File: config.mk
export PLATFORM = sky130hd
export DESIGN_NAME = lis_cell
export DESIGN_NICKNAME = d
export VERILOG_FILES = /design/src/rtl/core/lis_pkg.sv /design/src/rtl/core/lis_cell.sv
export SDC_FILE = /design/constraint.sdc
export NUM_CORES = 1
export LEC_CHECK = 0
export BUFFER_PORTS_ARGS = -buffer_cell sky130_fd_sc_hd__buf_2
export CAP_MARGIN = 20
export CORE_MARGIN = 2
export CORE_UTILIZATION = 45
export CTS_CLUSTER_DIAMETER = 80
export DETAILED_ROUTE_END_ITERATION = 12
export GPL_ROUTABILITY_DRIVEN = 1
export PLACE_DENSITY = 0.71
export SYNTH_ARGS = -nofsm -noshare
export SYNTH_HDL_FRONTEND = slang
export SYNTH_SLANG_ARGS = --single-unit
export TNS_END_PERCENT = 100
File: constraint.sdc
create_clock -name clk -period 3.2 [get_ports clk]
set_input_delay 0.32 -clock clk [delete_from_list [all_inputs] [get_ports clk]]
set_output_delay 0.32 -clock clk [all_outputs]
set_load 0.005 [all_outputs]
File: src/rtl/core/lis_pkg.sv
// ----------------------------------------------------------------------------
// lis_pkg - shared types and constants
// Payload structs for both channels, the chain control group and the default
// sizes handed to the longest increasing subsequence unit.
// ----------------------------------------------------------------------------
package lis_pkg;

    localparam int unsigned CAPACITY_DEF    = 1024;
    localparam int unsigned VALUE_WIDTH_DEF = 32;
    localparam int unsigned IN_VALUE_W      = 32;
    localparam int unsigned LEN_W           = 11;

    typedef struct packed {
        logic signed [IN_VALUE_W-1:0] value;
        logic                         first_of_sequence;
    } item_t;

    typedef struct packed {
        logic [LEN_W-1:0] ending_length;
        logic [LEN_W-1:0] best_length;
        logic             overflow;
    } result_t;

    // Control group carried by a transaction as it walks the chain.
    typedef struct packed {
        logic valid;   // stage holds a transaction
        logic first;   // transaction opens a new sequence
        logic done;    // transaction has already claimed a cell
    } chain_ctrl_t;

endpackage

File: src/rtl/core/lis_cell.sv
// ----------------------------------------------------------------------------
// lis_cell - one tail cell of the chain
// Holds the smallest tail for one subsequence length and passes each
// transaction on to its neighbour through its own output registers.
// ----------------------------------------------------------------------------
module lis_cell #(
    parameter int unsigned VALUE_WIDTH = lis_pkg::VALUE_WIDTH_DEF,
    parameter int unsigned COUNT_W     = lis_pkg::LEN_W
) (
    input  logic                       clk,
    input  logic                       rst_n,
    input  logic                       advance,
    input  lis_pkg::chain_ctrl_t       in_ctrl,
    input  logic [VALUE_WIDTH-1:0]     in_key,
    input  logic [COUNT_W-1:0]         in_count,
    input  logic [COUNT_W-1:0]         in_ending,
    output lis_pkg::chain_ctrl_t       out_ctrl,
    output logic [VALUE_WIDTH-1:0]     out_key,
    output logic [COUNT_W-1:0]         out_count,
    output logic [COUNT_W-1:0]         out_ending
);

    logic [VALUE_WIDTH-1:0] tail_reg, tail_next;
    logic                   tail_valid_reg, tail_valid_next;
    lis_pkg::chain_ctrl_t   ctrl_reg, ctrl_next;
    logic [VALUE_WIDTH-1:0] key_reg;
    logic [COUNT_W-1:0]     count_reg, count_next;
    logic [COUNT_W-1:0]     ending_reg, ending_next;
    logic                   live;
    logic                   hit;

    always_comb
    begin
        // A new sequence drops the stored tail before the compare.
        live = tail_valid_reg && !in_ctrl.first;
        hit  = in_ctrl.valid && !in_ctrl.done
               && (!live || ($signed(tail_reg) >= $signed(in_key)));

        tail_next       = hit ? in_key : tail_reg;
        tail_valid_next = in_ctrl.valid ? (live || hit) : tail_valid_reg;

        ctrl_next      = in_ctrl;
        ctrl_next.done = in_ctrl.done || hit;
        count_next     = in_count + COUNT_W'(live || hit);
        ending_next    = hit ? (in_count + COUNT_W'(1)) : in_ending;
    end

    always_ff @(posedge clk or negedge rst_n)
    begin
        if (!rst_n)
        begin
            tail_valid_reg <= 1'b0;
            ctrl_reg       <= '0;
        end
        else if (advance)
        begin
            tail_valid_reg <= tail_valid_next;
            ctrl_reg       <= ctrl_next;
        end
    end

    always_ff @(posedge clk)
    begin
        if (advance)
        begin
            tail_reg   <= tail_next;
            key_reg    <= in_key;
            count_reg  <= count_next;
            ending_reg <= ending_next;
        end
    end

    assign out_ctrl   = ctrl_reg;
    assign out_key    = key_reg;
    assign out_count  = count_reg;
    assign out_ending = ending_reg;

endmodule

# After elaboration in Yosys (flattened, before gate mapping)
# Cells that the tools add are included.
# totals
in_bits	60
word_cells	23
mem_count	0
romBits	0
ram_bits	0
ff_bits	90
output_inout_bits	57
latchBits	0
# op_classes
n_reduce_logical	11
magnitude_cmp	1
muxes	1
shift	0
n_div	0
eq_ne	0
bitwise_logic	0
n_mul	0
n_addsub	2
# op_table
op	count
$ge A32 B32 Y1	1
$add A11 B1 Y11	1
$add A11 B1 Y11 const B	1
$mux W11	1
$reduce_and A2 Y1	2
$logic_and A1 B1 Y1	3
$logic_not A1 Y1	3
$logic_or A1 B1 Y1	3

# Longest topological paths before layout
# logic_depth
ltp_word	7
mapped_depth	10

# Worst setup path after synthesis
# No wires, ideal clock.
# synth_path
path_kind	input port to flip-flop
startpoint	input port in_key[13]
endpoint	register tail_reg[0] (enable)
n_path_buf	1
arrival_time_ns	2.370
slack_ns	0.512
setup_ns	0.318
t_required_ns	2.882
path_stages	10
path_cell_list	inv_1 > ha_1 > a21o_1 > a21o_1 > a221o_1 > o311a_1 > o21ai_2 > nor2_2 > buf_6 > and2_2
# synth_via
elab_chain_cells	4
# synth_rtl
item	line_no	text
start: declaration	lis_cell.sv:14	input logic [VALUE_WIDTH-1:0] in_key,
$ge A32 B32 Y1	lis_cell.sv:37	&& (!live || ($signed(tail_reg) >= $signed(in_key)));
$logic_or A1 B1 Y1	lis_cell.sv:37	
$logic_and A1 B1 Y1	lis_cell.sv:37	
$reduce_and A2 Y1 (no source line)	--	
end signal: assignment	lis_cell.sv:66	tail_reg <= tail_next;
end: declaration	lis_cell.sv:23	logic [VALUE_WIDTH-1:0] tail_reg, tail_next;
# No other way between the ends.
# A chain may end at the register's enable or synchronous reset.

# Worst setup path in the final report
# layout_path
startpoint	register tail_reg[5]
endpoint	register tail_reg[18] (enable)
# layout_via
elab_chain_cells	4
# layout_rtl
item	line_no
$ge A32 B32 Y1	lis_cell.sv:37
$logic_or A1 B1 Y1	lis_cell.sv:37
$logic_and A1 B1 Y1	lis_cell.sv:37
$reduce_and A2 Y1 (no source line)	--
# No other way between the ends.

==> impl_metrics.yaml <==
placed_design:
  place.gp.congestion: 0.8018
  buffer_ports.inserted: 116
  pre_cts_ws_ns: 0.2569
  dp_hpwl_mm: 5.689
timing:
  setup_viol: 0
  fin_tns_setup_ns: 0
  timing.final.max_slew_violations: 0
  clock-skew-final_ns: 0.009562
  crit_path_time_final_ns: 2.808
  maxClockFrequency_mhz: 356.1
  report.final.hold_viol_count: 0
  layout_worst_path_cycle_share_pct: 87.75
  grt_setup_unrepaired: "no"
  max_slew_headroom_pct: 48.70
  tightestPinTransition_ns: 0.7694
  layout_setup_ws_ns: 0.3919
global_routing:
  global_route_wire_length_before_repair_mm: 12.23
  grt_util_all_layers_pct: 15.78
  first_global_vias: 2597
  largest_net_degree_at_the_start_of_global_routing: 59
  gr-total-overflow: 0
  antenna_found_initial: 0
die:
  io_pins: 117
  core_region_area_um2: 8763
  initial_core_util_pct: 46.49
  die_x_um: 99.15
  die_height_um: 99.15
  die-area_um2: 9830
  rows: 34
detailed_routing:
  detail_route.vias_per_cell: 4.965
  drt_pre_antenna_iters: 4
  route.antenna.remaining_nets: 0
  route.vias.total: 2557
  postRouteWirelength_mm: 7.621
  drc_errors: 0
  routed_wire_per_std_cell_um: 14.80
  drt_first_iter_violations: 47
critical_path:
  crit_buf_inv: 0
  path_class: "register to register"
  critical_path_required_ns: 3.20
  path_cells: "ha_1 -> a21oi_1 -> o21ai_0 -> a221o_1 -> o311a_1 -> o21ai_2 -> nor2_2 -> and2_2"
  critical_path.slowest_cell: "sky130_fd_sc_hd__and2_2"
  critical_path.startpoint_type: "register"
  critical_path_cell_count: 8
  crit_family: "compound AO/OA/AOI/OAI gates"
  worst_ep_arrival_time_ns: 2.81
  critical_path.max_stage_delay_ns: 0.45
  endpoint_kind: "register"
  worst-r2r-cell-count: 8
  worst-path-max-fanout: 32
clock_network:
  insertion_delay_ns: 0.34
  clk_root_buffer_cell: "sky130_fd_sc_hd__clkbuf_8"
  post-cts-setup-buffers: 0
  cts_resized: 0
  cts_hold_buffers: 1
  cts-buffers-inserted: 9
  cts.htree.levels: 3
  number_of_buffers_on_the_longest_clock_path: 2
  clkSinkCount: 90
  tritoncts: "yes"
  cts.clk_slew.worst_paths_ns: 0.09
synth:
  synth_top_area_share_pct: 63.39
  synth_top_cells_by_area: "sky130_fd_sc_hd__edfxtp_1 63%, sky130_fd_sc_hd__ha_1 11%, sky130_fd_sc_hd__mux2_4 3.3%, sky130_fd_sc_hd__inv_1 3.0%, sky130_fd_sc_hd__dfrtp_1 2.5%"
  seq_area_frac_synth_pct: 65.85
  avgSynthCellArea_um2: 14.81
  synth_warnings: 0
  post_synth_instance_area_um2: 4074
  synthMostInstantiatedCell: "sky130_fd_sc_hd__edfxtp_1"
  synth-edff-count: 86
  netlist_instances: 275
  post_synth_most_frequent_cells: "86 x sky130_fd_sc_hd__edfxtp_1, 35 x sky130_fd_sc_hd__ha_1, 33 x sky130_fd_sc_hd__inv_1, 13 x sky130_fd_sc_hd__nand3_1, 11 x sky130_fd_sc_hd__a21oi_1"
  mappedNetlistNets: 370
  ys_seq_elements: 90
  synth_area_leader_cell: "sky130_fd_sc_hd__edfxtp_1"
  synthFlopType: "sky130_fd_sc_hd__edfxtp_1"
  post_synth_num_cell_types: 38
  synth-async-reset-ratio_pct: 4.444
finish:
  nNetsFinal: 497
  area_growth_pct: 22.36
  diodes: 0
  post_route_cells_drive_above_1_share_pct: 37.10
  final_util_pct: 56.88
min_path:
  hold-path-cell-count: 1
  hp-class: "primary input to register"
power_and_ir_drop:
  peakVddDrop_mv: 0.2119
  powerDensity_nw_per_um2: 482.1
  post-layout-total-power_mw: 2.403
  power.static_leakage_nw: 2.180
flow_run:
  drv.max_cap_violation_count: 0
run_status:
  status: "finished, final reports clean"
==> per-stage QoR <==
step	cells	hold WS [ns]	area, um^2
2_1_floorplan	275	0.02441	4074
3_3_place_gp	498	0.1332	4790
3_5_place_dp	498	0.1317	4790
4_1_cts	515	0.1578	4985
5_1_grt	515	0.1535	4985
6_report	515	0.1743	4985
==> cell usage in the layout, fill, tap and decap left out, types with 4 or more instances in the layout <==
cell / instances
sky130_fd_sc_hd__buf_2: 116
sky130_fd_sc_hd__edfxtp_1: 86
sky130_fd_sc_hd__ha_1: 35
sky130_fd_sc_hd__inv_1: 33
sky130_fd_sc_hd__nand3_1: 13
sky130_fd_sc_hd__a21oi_1: 11
sky130_fd_sc_hd__xnor2_1: 10
sky130_fd_sc_hd__nand2_1: 9
sky130_fd_sc_hd__mux2_4: 9
sky130_fd_sc_hd__clkbuf_8: 9
sky130_fd_sc_hd__nand4_1: 8
sky130_fd_sc_hd__xor2_1: 8
sky130_fd_sc_hd__nor2_1: 7
sky130_fd_sc_hd__o21ai_0: 6
sky130_fd_sc_hd__dfrtp_1: 4
==> cell families after synthesis <==
group | count (synthesis) | share of synthesized area (%)
DFF | 90 | 65.85
and+or+nand+nor | 52 | 6.757
buffers and inverters | 37 | 3.593
adders and majority gates | 35 | 10.75
AOI/OAI and AO/OA | 30 | 4.791
xor gates and xnor gates | 18 | 3.870
muxes | 13 | 4.392
==> layer usage <==
layer	share of wire (%)	GRT usage, %	vias to the layer above
li1	-	-	1267
met1	43	19.62	1197
met2	48	26.09	85
met3	8.6	5.411	8
met4	1.0	5.058	0
met5	0	0	-
==> cell type report <==
class,count,area [um^2]
tap,108,135.1
inverter,33,123.9
clock inverter,6,57.56
multi-input combinational,148,1245
fill,757,3779
clock buffer,10,127.6
timing repair buffer,120,613.1
sequential,90,2683
==> power by group <==
part,internal (mW),switching [mW]
Sequential,1.37,0.0187
Clock,0.355,0.376
Combinational,0.133,0.146
Total,1.86,0.540
==> final timing paths <==
| path | endpoint | slack [ns] | start |
|---|---|---|---|
| max in group asynchronous | tail_valid_reg$_DFFE_PN0P_ | 2.73 | rst_n |
| max | tail_reg[18]$_DFFE_PP_ | 0.39 | tail_reg[5]$_DFFE_PP_ |
| max reg2reg | tail_reg[18]$_DFFE_PP_ | 0.39 | tail_reg[5]$_DFFE_PP_ |
| min reg2reg | tail_valid_reg$_DFFE_PN0P_ | 0.50 | tail_valid_reg$_DFFE_PN0P_ |
| min | tail_reg[6]$_DFFE_PP_ | 0.17 | in_key[6] |
| min in group asynchronous | out_ctrl[1]$_DFFE_PN0P_ | 0.33 | rst_n |
(Power assumes the default switching activity.)
